[config.mk]
export PLATFORM = sky130hd
export DESIGN_NAME = haar_8x8_forward_inverse_transform
export DESIGN_NICKNAME = d
export VERILOG_FILES = /design/src/rtl/hwt_pkg.sv /design/src/rtl/hwt_col.sv /design/src/rtl/hwt_row.sv /design/src/rtl/haar_8x8_forward_inverse_transform.sv
export SDC_FILE = /design/constraint.sdc
export NUM_CORES = 2
export LEC_CHECK = 0
export BUFFER_PORTS_ARGS = -buffer_cell sky130_fd_sc_hd__buf_4
export CAP_MARGIN = 20
export CORE_MARGIN = 2
export CORE_UTILIZATION = 35
export DETAILED_ROUTE_END_ITERATION = 7
export GPL_ROUTABILITY_DRIVEN = 0
export HOLD_SLACK_MARGIN = 0.02
export PLACE_DENSITY = 0.51
export SETUP_SLACK_MARGIN = 0.15
export SYNTH_ARGS = -nofsm -noshare
export SYNTH_HDL_FRONTEND = slang
export SYNTH_SLANG_ARGS = --single-unit
[constraint.sdc]
create_clock -name clk -period 9.3 [get_ports clk]
set_input_delay 0.93 -clock clk [delete_from_list [all_inputs] [get_ports clk]]
set_output_delay 0.93 -clock clk [all_outputs]
set_load 0.02 [all_outputs]
[src/rtl/hwt_pkg.sv]
package hwt_pkg;

  localparam int BLK       = 8;
  localparam int BLK_AREA  = BLK * BLK;
  localparam int SAMPLE_W  = 19;
  localparam int PART_W    = 23;
  localparam int ACC_W     = 26;
  localparam int VALUE_W   = 22;
  localparam int SHIFT     = 3;

  typedef enum logic [1:0] {
    ST_LOAD,
    ST_COL,
    ST_ROW
  } hwt_state_t;

  // configuration register indexes
  localparam logic REG_DIRECTION = 1'b0;
  localparam logic REG_CLAMP     = 1'b1;

  localparam logic signed [1:0] CP = 2'sb01;
  localparam logic signed [1:0] CM = 2'sb11;
  localparam logic signed [1:0] CZ = 2'sb00;

  // unnormalised 8-point haar matrix
  localparam logic signed [1:0] HAAR [BLK][BLK] = '{
    '{CP, CP, CP, CP, CP, CP, CP, CP},
    '{CP, CP, CP, CP, CM, CM, CM, CM},
    '{CP, CP, CM, CM, CZ, CZ, CZ, CZ},
    '{CZ, CZ, CZ, CZ, CP, CP, CM, CM},
    '{CP, CM, CZ, CZ, CZ, CZ, CZ, CZ},
    '{CZ, CZ, CP, CM, CZ, CZ, CZ, CZ},
    '{CZ, CZ, CZ, CZ, CP, CM, CZ, CZ},
    '{CZ, CZ, CZ, CZ, CZ, CZ, CP, CM}
  };

  localparam logic signed [PART_W-1:0] CLAMP_LO = -23'sd32768;
  localparam logic signed [PART_W-1:0] CLAMP_HI = 23'sd32767;

  // partial store write port
  typedef struct packed {
    logic                     en;
    logic [5:0]               addr;
    logic signed [PART_W-1:0] data;
  } hwt_pw_t;

  // value times matrix entry, transposed in inverse mode
  function automatic logic signed [ACC_W-1:0] coef_term(
    input logic                    inv,
    input logic [2:0]              r,
    input logic [2:0]              c,
    input logic signed [ACC_W-1:0] v
  );
    logic signed [1:0] cf;
    cf = inv ? HAAR[c][r] : HAAR[r][c];
    case (cf)
      CP:      coef_term = v;
      CM:      coef_term = -v;
      default: coef_term = '0;
    endcase
  endfunction

endpackage

[src/rtl/hwt_col.sv]
module hwt_col (
  input  logic                                 clk,
  input  logic                                 rst,
  input  logic                                 load_en,
  input  logic [5:0]                           load_addr,
  input  logic signed [hwt_pkg::SAMPLE_W-1:0]  load_data,
  input  logic                                 start,
  input  logic                                 inverse,
  output hwt_pkg::hwt_pw_t                     pw
);
  import hwt_pkg::*;

  logic signed [SAMPLE_W-1:0] mem [BLK_AREA];
  logic signed [SAMPLE_W-1:0] rd_data;

  logic       issuing;
  logic [5:0] rd_t;
  logic       rv;
  logic [2:0] rk;
  logic [2:0] rj;
  logic       wbusy;
  logic [2:0] wcnt;
  logic [2:0] wcol;
  logic       capture;

  logic signed [PART_W-1:0] acc      [BLK];
  logic signed [PART_W-1:0] acc_next [BLK];
  logic signed [PART_W-1:0] hold     [BLK];
  logic signed [ACC_W-1:0]  rd_ext;

  // sample store, read column-wise: address k*8+j
  always_ff @(posedge clk) begin
    if (load_en) begin
      mem[load_addr] <= load_data;
    end
    if (issuing) begin
      rd_data <= mem[{rd_t[2:0], rd_t[5:3]}];
    end
  end

  always_ff @(posedge clk) begin
    if (rst) begin
      issuing <= 1'b0;
      rd_t    <= '0;
      rv      <= 1'b0;
      wbusy   <= 1'b0;
      wcnt    <= '0;
    end else begin
      if (start) begin
        issuing <= 1'b1;
        rd_t    <= '0;
      end else if (issuing) begin
        rd_t <= rd_t + 6'd1;
        if (rd_t == 6'd63) begin
          issuing <= 1'b0;
        end
      end
      rv <= issuing;
      // a new column lands as the last write of the previous one goes out
      if (capture) begin
        wbusy <= 1'b1;
        wcnt  <= '0;
      end else if (wbusy) begin
        wcnt <= wcnt + 3'd1;
        if (wcnt == 3'd7) begin
          wbusy <= 1'b0;
        end
      end
    end
  end

  always_ff @(posedge clk) begin
    rk <= rd_t[2:0];
    rj <= rd_t[5:3];
    if (capture) begin
      wcol <= rj;
      hold <= acc_next;
    end
    if (rv) begin
      acc <= acc_next;
    end
  end

  assign capture = rv && (rk == 3'd7);
  assign rd_ext  = {{(ACC_W-SAMPLE_W){rd_data[SAMPLE_W-1]}}, rd_data};

  always_comb begin
    logic signed [ACC_W-1:0] term;
    for (int i = 0; i < BLK; i++) begin
      term        = coef_term(inverse, 3'(i), rk, rd_ext);
      acc_next[i] = ((rk == 3'd0) ? '0 : acc[i]) + $signed(term[PART_W-1:0]);
    end
  end

  assign pw.en   = wbusy;
  assign pw.addr = {wcnt, wcol};
  assign pw.data = hold[wcnt];

endmodule

[src/rtl/hwt_row.sv]
module hwt_row (
  input  logic                                clk,
  input  logic                                rst,
  input  hwt_pkg::hwt_pw_t                    pw,
  input  logic                                start,
  input  logic                                inverse,
  input  logic                                clamp,
  output logic                                done,
  output logic                                out_valid,
  input  logic                                out_ready,
  output logic signed [hwt_pkg::VALUE_W-1:0]  value_out,
  output logic [5:0]                          position,
  output logic                                block_last
);
  import hwt_pkg::*;

  logic signed [PART_W-1:0] mem [BLK_AREA];
  logic signed [PART_W-1:0] rd_data;

  logic       issuing;
  logic       rwait;
  logic       issue;
  logic [2:0] rrow;
  logic [2:0] rk;
  logic       rv;
  logic [2:0] rvk;
  logic [2:0] rvrow;
  logic       acc_full;
  logic [2:0] acc_row;
  logic       xfer;
  logic       bank_busy;
  logic [2:0] bank_row;
  logic [2:0] ecnt;

  logic signed [ACC_W-1:0]   acc  [BLK];
  logic signed [VALUE_W-1:0] res  [BLK];
  logic signed [VALUE_W-1:0] bank [BLK];
  logic signed [ACC_W-1:0]   rd_ext;

  // partial store, read row-wise: address i*8+k
  always_ff @(posedge clk) begin
    if (pw.en) begin
      mem[pw.addr] <= pw.data;
    end
    if (issue) begin
      rd_data <= mem[{rrow, rk}];
    end
  end

  assign issue = issuing && !rwait;
  assign xfer  = acc_full && !bank_busy;
  assign done  = xfer && (acc_row == 3'd7);

  always_ff @(posedge clk) begin
    if (rst) begin
      issuing   <= 1'b0;
      rwait     <= 1'b0;
      rrow      <= '0;
      rk        <= '0;
      rv        <= 1'b0;
      acc_full  <= 1'b0;
      bank_busy <= 1'b0;
      ecnt      <= '0;
    end else begin
      if (start) begin
        issuing <= 1'b1;
        rwait   <= 1'b0;
        rrow    <= '0;
        rk      <= '0;
      end else begin
        if (issue) begin
          rk <= rk + 3'd1;
          // hold off the next row until this one has left the accumulators
          if (rk == 3'd7) begin
            rwait <= 1'b1;
            rrow  <= rrow + 3'd1;
            if (rrow == 3'd7) begin
              issuing <= 1'b0;
            end
          end
        end
        if (xfer) begin
          rwait <= 1'b0;
        end
      end
      rv <= issue;
      if (rv && (rvk == 3'd7)) begin
        acc_full <= 1'b1;
      end else if (xfer) begin
        acc_full <= 1'b0;
      end
      if (xfer) begin
        bank_busy <= 1'b1;
        ecnt      <= '0;
      end else if (bank_busy && out_ready) begin
        ecnt <= ecnt + 3'd1;
        if (ecnt == 3'd7) begin
          bank_busy <= 1'b0;
        end
      end
    end
  end

  assign rd_ext = {{(ACC_W-PART_W){rd_data[PART_W-1]}}, rd_data};

  always_ff @(posedge clk) begin
    rvk   <= rk;
    rvrow <= rrow;
    if (rv) begin
      for (int j = 0; j < BLK; j++) begin
        acc[j] <= ((rvk == 3'd0) ? '0 : acc[j]) + coef_term(inverse, 3'(j), rvk, rd_ext);
      end
      if (rvk == 3'd7) begin
        acc_row <= rvrow;
      end
    end
    if (xfer) begin
      bank     <= res;
      bank_row <= acc_row;
    end
  end

  // arithmetic shift by three, then optional saturation
  always_comb begin
    logic signed [PART_W-1:0] sh;
    logic signed [PART_W-1:0] sat;
    for (int j = 0; j < BLK; j++) begin
      sh  = acc[j][ACC_W-1:SHIFT];
      sat = sh;
      if (clamp && (sh < CLAMP_LO)) begin
        sat = CLAMP_LO;
      end else if (clamp && (sh > CLAMP_HI)) begin
        sat = CLAMP_HI;
      end
      res[j] = sat[VALUE_W-1:0];
    end
  end

  assign out_valid  = bank_busy;
  assign value_out  = bank[ecnt];
  assign position   = {bank_row, ecnt};
  assign block_last = (bank_row == 3'd7) && (ecnt == 3'd7);

endmodule

[src/rtl/haar_8x8_forward_inverse_transform.sv]
// 8x8 two-dimensional integer haar transform, forward (C*X*C^T)>>3 or inverse
// (C^T*Y*C)>>3 with an arithmetic shift, optional saturation to 16 bits. Load
// 64 samples in raster order, one item per cycle; the block then runs a column
// pass (64 single-port reads of the sample store, eight sums of one column
// accumulated in parallel, written back to the partial store under the next
// column's reads) and a row pass (eight reads of the partial store per row,
// the next row's reads held until the row has left the accumulators) whose 64
// results leave in raster order through an eight-entry output bank, the last
// marked by block_last. The single read port of each store limits the rate at
// which a block of 64 loads and 64 results passes through.
// in_ready is high only while loading; the final row of results may still be
// draining while the next block loads. direction and clamp_output are sampled
// with the 64th sample of a block.
module haar_8x8_forward_inverse_transform (
  input  logic                                clk,
  input  logic                                rst,
  input  logic                                in_valid,
  output logic                                in_ready,
  input  logic signed [hwt_pkg::SAMPLE_W-1:0] sample_in,
  output logic                                out_valid,
  input  logic                                out_ready,
  output logic signed [hwt_pkg::VALUE_W-1:0]  value_out,
  output logic [5:0]                          position,
  output logic                                block_last,
  input  logic                                cfg_en,
  input  logic                                cfg_index,
  input  logic                                cfg_data
);
  import hwt_pkg::*;

  hwt_state_t state;
  hwt_state_t state_next;

  logic       direction;
  logic       clamp_output;
  logic       blk_inv;
  logic       blk_clamp;
  logic [5:0] load_count;
  logic       in_acc;
  logic       col_start;
  logic       row_start;
  logic       row_done;
  hwt_pw_t    pw;

  assign in_acc = in_valid && in_ready;

  always_ff @(posedge clk) begin
    if (rst) begin
      direction    <= 1'b0;
      clamp_output <= 1'b0;
    end else if (cfg_en) begin
      case (cfg_index)
        REG_DIRECTION: direction    <= cfg_data;
        REG_CLAMP:     clamp_output <= cfg_data;
        default:       ;
      endcase
    end
  end

  always_ff @(posedge clk) begin
    if (rst) begin
      state      <= ST_LOAD;
      load_count <= '0;
    end else begin
      state <= state_next;
      if (in_acc) begin
        load_count <= load_count + 6'd1;
      end
    end
  end

  always_ff @(posedge clk) begin
    if (col_start) begin
      blk_inv   <= direction;
      blk_clamp <= clamp_output;
    end
  end

  always_comb begin
    state_next = state;
    in_ready   = 1'b0;
    col_start  = 1'b0;
    row_start  = 1'b0;
    case (state)
      ST_LOAD: begin
        in_ready = 1'b1;
        if (in_valid && (load_count == 6'd63)) begin
          col_start  = 1'b1;
          state_next = ST_COL;
        end
      end
      ST_COL: begin
        // last partial sum written
        if (pw.en && (pw.addr == 6'd63)) begin
          row_start  = 1'b1;
          state_next = ST_ROW;
        end
      end
      ST_ROW: begin
        if (row_done) begin
          state_next = ST_LOAD;
        end
      end
      default: begin
        state_next = ST_LOAD;
      end
    endcase
  end

  hwt_col u_col (
    .clk       (clk),
    .rst       (rst),
    .load_en   (in_acc),
    .load_addr (load_count),
    .load_data (sample_in),
    .start     (col_start),
    .inverse   (blk_inv),
    .pw        (pw)
  );

  hwt_row u_row (
    .clk        (clk),
    .rst        (rst),
    .pw         (pw),
    .start      (row_start),
    .inverse    (blk_inv),
    .clamp      (blk_clamp),
    .done       (row_done),
    .out_valid  (out_valid),
    .out_ready  (out_ready),
    .value_out  (value_out),
    .position   (position),
    .block_last (block_last)
  );

endmodule

==> run_results.csv <==
group,metric,value,unit
outcome,status,"finished, final reports clean",
place,dp_hpwl,268000,um
timing,max_freq,166,MHz
clock_network,cts_buffers,389,
clock_network,cts_tree,"built",
global_routing,grt_pass1_wl,634000,um
clock_network,path_clk_slew,0.06,ns
drt,routedWlPerCell,27.9,um
timing,fin_tns_setup,0,ns
synth,synth-main-ff-cell,"edfxtp_1",
synth,yosysSeqAreaShare,67.1,%
place,dpl_cell_area,166000,um^2
place,port_buffers,56,
drt,detail-route-antenna-nets,0,
clock_network,insertion_delay,1.01,ns
timing,period_needed,6.03,ns
global_routing,overflow,0,
synth,synth.net_count,9837,
setup_path,startpoint_type,"register",
clock_network,cts_num_sinks,3541,
final_layout,multi_input_area,50000,um^2
timing,worstMarginPinSlew,1.21,ns
job,drv_cap,0,
timing,rsz0062_at_grt,"no",
setup_path,critPathCaptureType,"register",
floorplan,initial_core_util,35.1,%
synth,synth-seq-cells,3541,
final_layout,final_area,179000,um^2
setup_path,critical_path_class,"reg2reg",
clock_network,cts_resized,0,
synth,ys_warn_count,0,
floorplan,rows,246,
timing,period_share,64.8,%
final_layout,drive_above_1_share,19.5,%
synth,synth.distinct_cells,83,
synth,syn_inst,9407,
timing,skew,0.0885,ns
timing,setup_viol,0,
clock_network,cts_max_level,5,
final_layout,nets,10006,
clock_network,cts_hold_buf,0,
floorplan,core,449000,um^2
drt,wl,443000,um
pwr,p_leak,57.9,nW
drt,drt_first_iter_violations,9535,
timing,hold_viol_final,0,
pwr,ir_drop,162,uV
clock_network,cts_buffer_depth,4,
final_layout,fillers,40459,
synth,synth_edf_count,3493,
final_layout,seq_area,106000,um^2
global_routing,antenna_found_initial,23,
synth,synth_area,158000,um^2
timing,relSlewSlack,19.0,%
global_routing,track_usage,19.0,%
timing,finalMaxSlewViolations,0,
drt,avgViaCountPerCell,5.56,
clock_network,cts-root-buf,"clkbuf_16",
hold_path,min_path_type,"in2reg",
drt,drc_errors,0,
floorplan,die_w,675,um
final_layout,syn2layout_area_growth,13.6,%
global_routing,grt_max_degree,130,
setup_path,arrival,6.73,ns
synth,syn_avg_cell_area,16.8,um^2
pwr,power_density,185,nW/um^2
synth,async_flop_share,0,%
floorplan,die_h,675,um
setup_path,required,10.01,ns
clock_network,postCtsSetupBuffers,0,
floorplan,dieArea,456000,um^2
floorplan,io_pins,57,
drt,dr.pass1.iters,6,
setup_path,cp_max_fo,10,
global_routing,grt_pass1_vias,88755,
drt,vias,88150,
routing by layer:
layer  vias up  share of wire (%)  track usage [%]
li1      38092                  -                -
met1     46668                 45             27.5
met2      2819                 47             30.6
met3       565                6.0             2.96
met4         6                1.9             3.69
met5         -              0.010                0
through the flow:
stage / util [%] / hold slack (ns) / total power, mW / worst slack, ns / std cells
finish: 39.9 / 0.226 / 33.1 / 3.27 / 15855
CTS: 39.9 / 0.140 / 33.4 / 3.36 / 15837
detailed placement: 37.0 / 0.340 / 17.9 / 3.38 / 15126
floorplan: - / 0.329 / 17.8 / 0.181 / 9407
global route: 39.9 / 0.206 / 34.0 / 2.90 / 15849
global placement: 37.0 / 0.339 / 17.9 / 3.35 / 15126
power by group:
part	internal, mW	switching [mW]	leakage (nW)
clock network	9.04	6.47	6.16
logic	0.0355	0.155	19.9
registers	17.4	0.00517	31.9
total	26.4	6.63	57.9
area by class of cell:
| class | count | share of cell area, % |
|---|---|---|
| antenna | 7 | 0.00978 |
| clock buffer | 494 | 5.80 |
| clock inverter | 217 | 1.30 |
| inverter | 191 | 0.405 |
| multi-input combinational | 5183 | 27.9 |
| sequential | 3541 | 59.2 |
| tap | 5952 | 4.16 |
| timing repair buffer | 270 | 1.23 |
cell usage after synthesis (18+ instances only):
library cell | number | area, um^2
edfxtp_1 | 3493 | 105000
mux4_2 | 868 | 19500
nor2_1 | 508 | 1910
a21oi_1 | 418 | 2090
ha_1 | 388 | 4850
clkbuf_1 | 385 | 1450
and2_1 | 364 | 2280
o21ai_0 | 363 | 1820
xnor2_1 | 272 | 2380
nand2_1 | 259 | 972
inv_1 | 191 | 717
o21a_1 | 176 | 1320
a22o_1 | 162 | 1420
a21o_1 | 140 | 1050
a22oi_1 | 112 | 841
xor2_1 | 101 | 885
buf_1 | 100 | 375
mux2i_1 | 90 | 901
nor2b_1 | 86 | 538
o31ai_1 | 77 | 578
nand3_1 | 76 | 380
nor3_1 | 74 | 370
nand2b_1 | 68 | 425
o21bai_1 | 59 | 443
nand4_1 | 55 | 344
a211oi_1 | 53 | 398
dfxtp_1 | 48 | 961
a31oi_1 | 39 | 244
or3_1 | 31 | 194
and3_1 | 30 | 188
mux2_2 | 28 | 315
o211ai_1 | 23 | 173
nor4_1 | 22 | 138
o22ai_1 | 18 | 113
or2_2 | 18 | 113
registers in the layout (all words and copies together) (netlist names), 19 cells and up:
register / count
u_col.acc: 184
u_row.bank: 176
u_row.mem: 1472
u_col.mem: 1216
u_row.acc: 208
u_col.rd_data: 19
u_col.hold: 184
u_row.rd_data: 23
kinds of logic after synthesis:
kind of cell             share of synthesized area [%]
flip-flops                                        67.1
AO/OA/AOI/OAI                                     7.40
AND/OR/NAND/NOR                                   5.28
multiplexers                                      13.2
buffers and inverters                             1.64
adder cells (fa/ha/maj)                           3.30
XOR/XNOR                                          2.08
cells in the final DEF (no fill, tap or decap), types with 70 or more instances in the layout:
master and n:
nand3_1 76, nor3_1 70, nand2_1 259, a21o_1 140, edfxtp_1 3493, o21ai_0 362, xor2_1 101, o21a_1 176
and2_1 364, clkbuf_1 87, a22o_1 162, inv_1 190, a22oi_1 112, mux2i_1 90, o31ai_1 75, nor2_4 71
nor2b_1 84, clkbuf_16 396, clkinv_1 79, nor2_1 382, xnor2_1 272, ha_1 388, mux4_2 868, buf_4 249
a21oi_1 416
critical path, cell delays in order (launching register included):
cell,delay [ns]
edfxtp_1,0.56
inv_1,0.14
ha_1,0.34
nand2_1,0.12
or2_2,0.33
or3_1,0.49
or3_1,0.43
nor4_2,0.68
nand2_1,0.18
xnor2_1,0.78
o21ai_0,0.35
ha_1,0.44
a21o_1,0.19
a21oi_1,0.14
o21ai_0,0.12
a21oi_1,0.15
o21ai_0,0.14
xnor2_1,0.15
final timing paths:
kind | start | to | slack, ns | cells after the start
worst max-delay path | u_row.rd_data[1] | u_row.acc[2][25] | 3.27 | 17
worst min-delay path | out_ready | u_row.out_valid | 0.23 | 2
worst max register to register | u_row.rd_data[1] | u_row.acc[2][25] | 3.27 | 17
worst min register to register | u_row.rrow[2] | u_row.rvrow[2] | 0.35 | 0
Power figures use the tool's default switching activity.
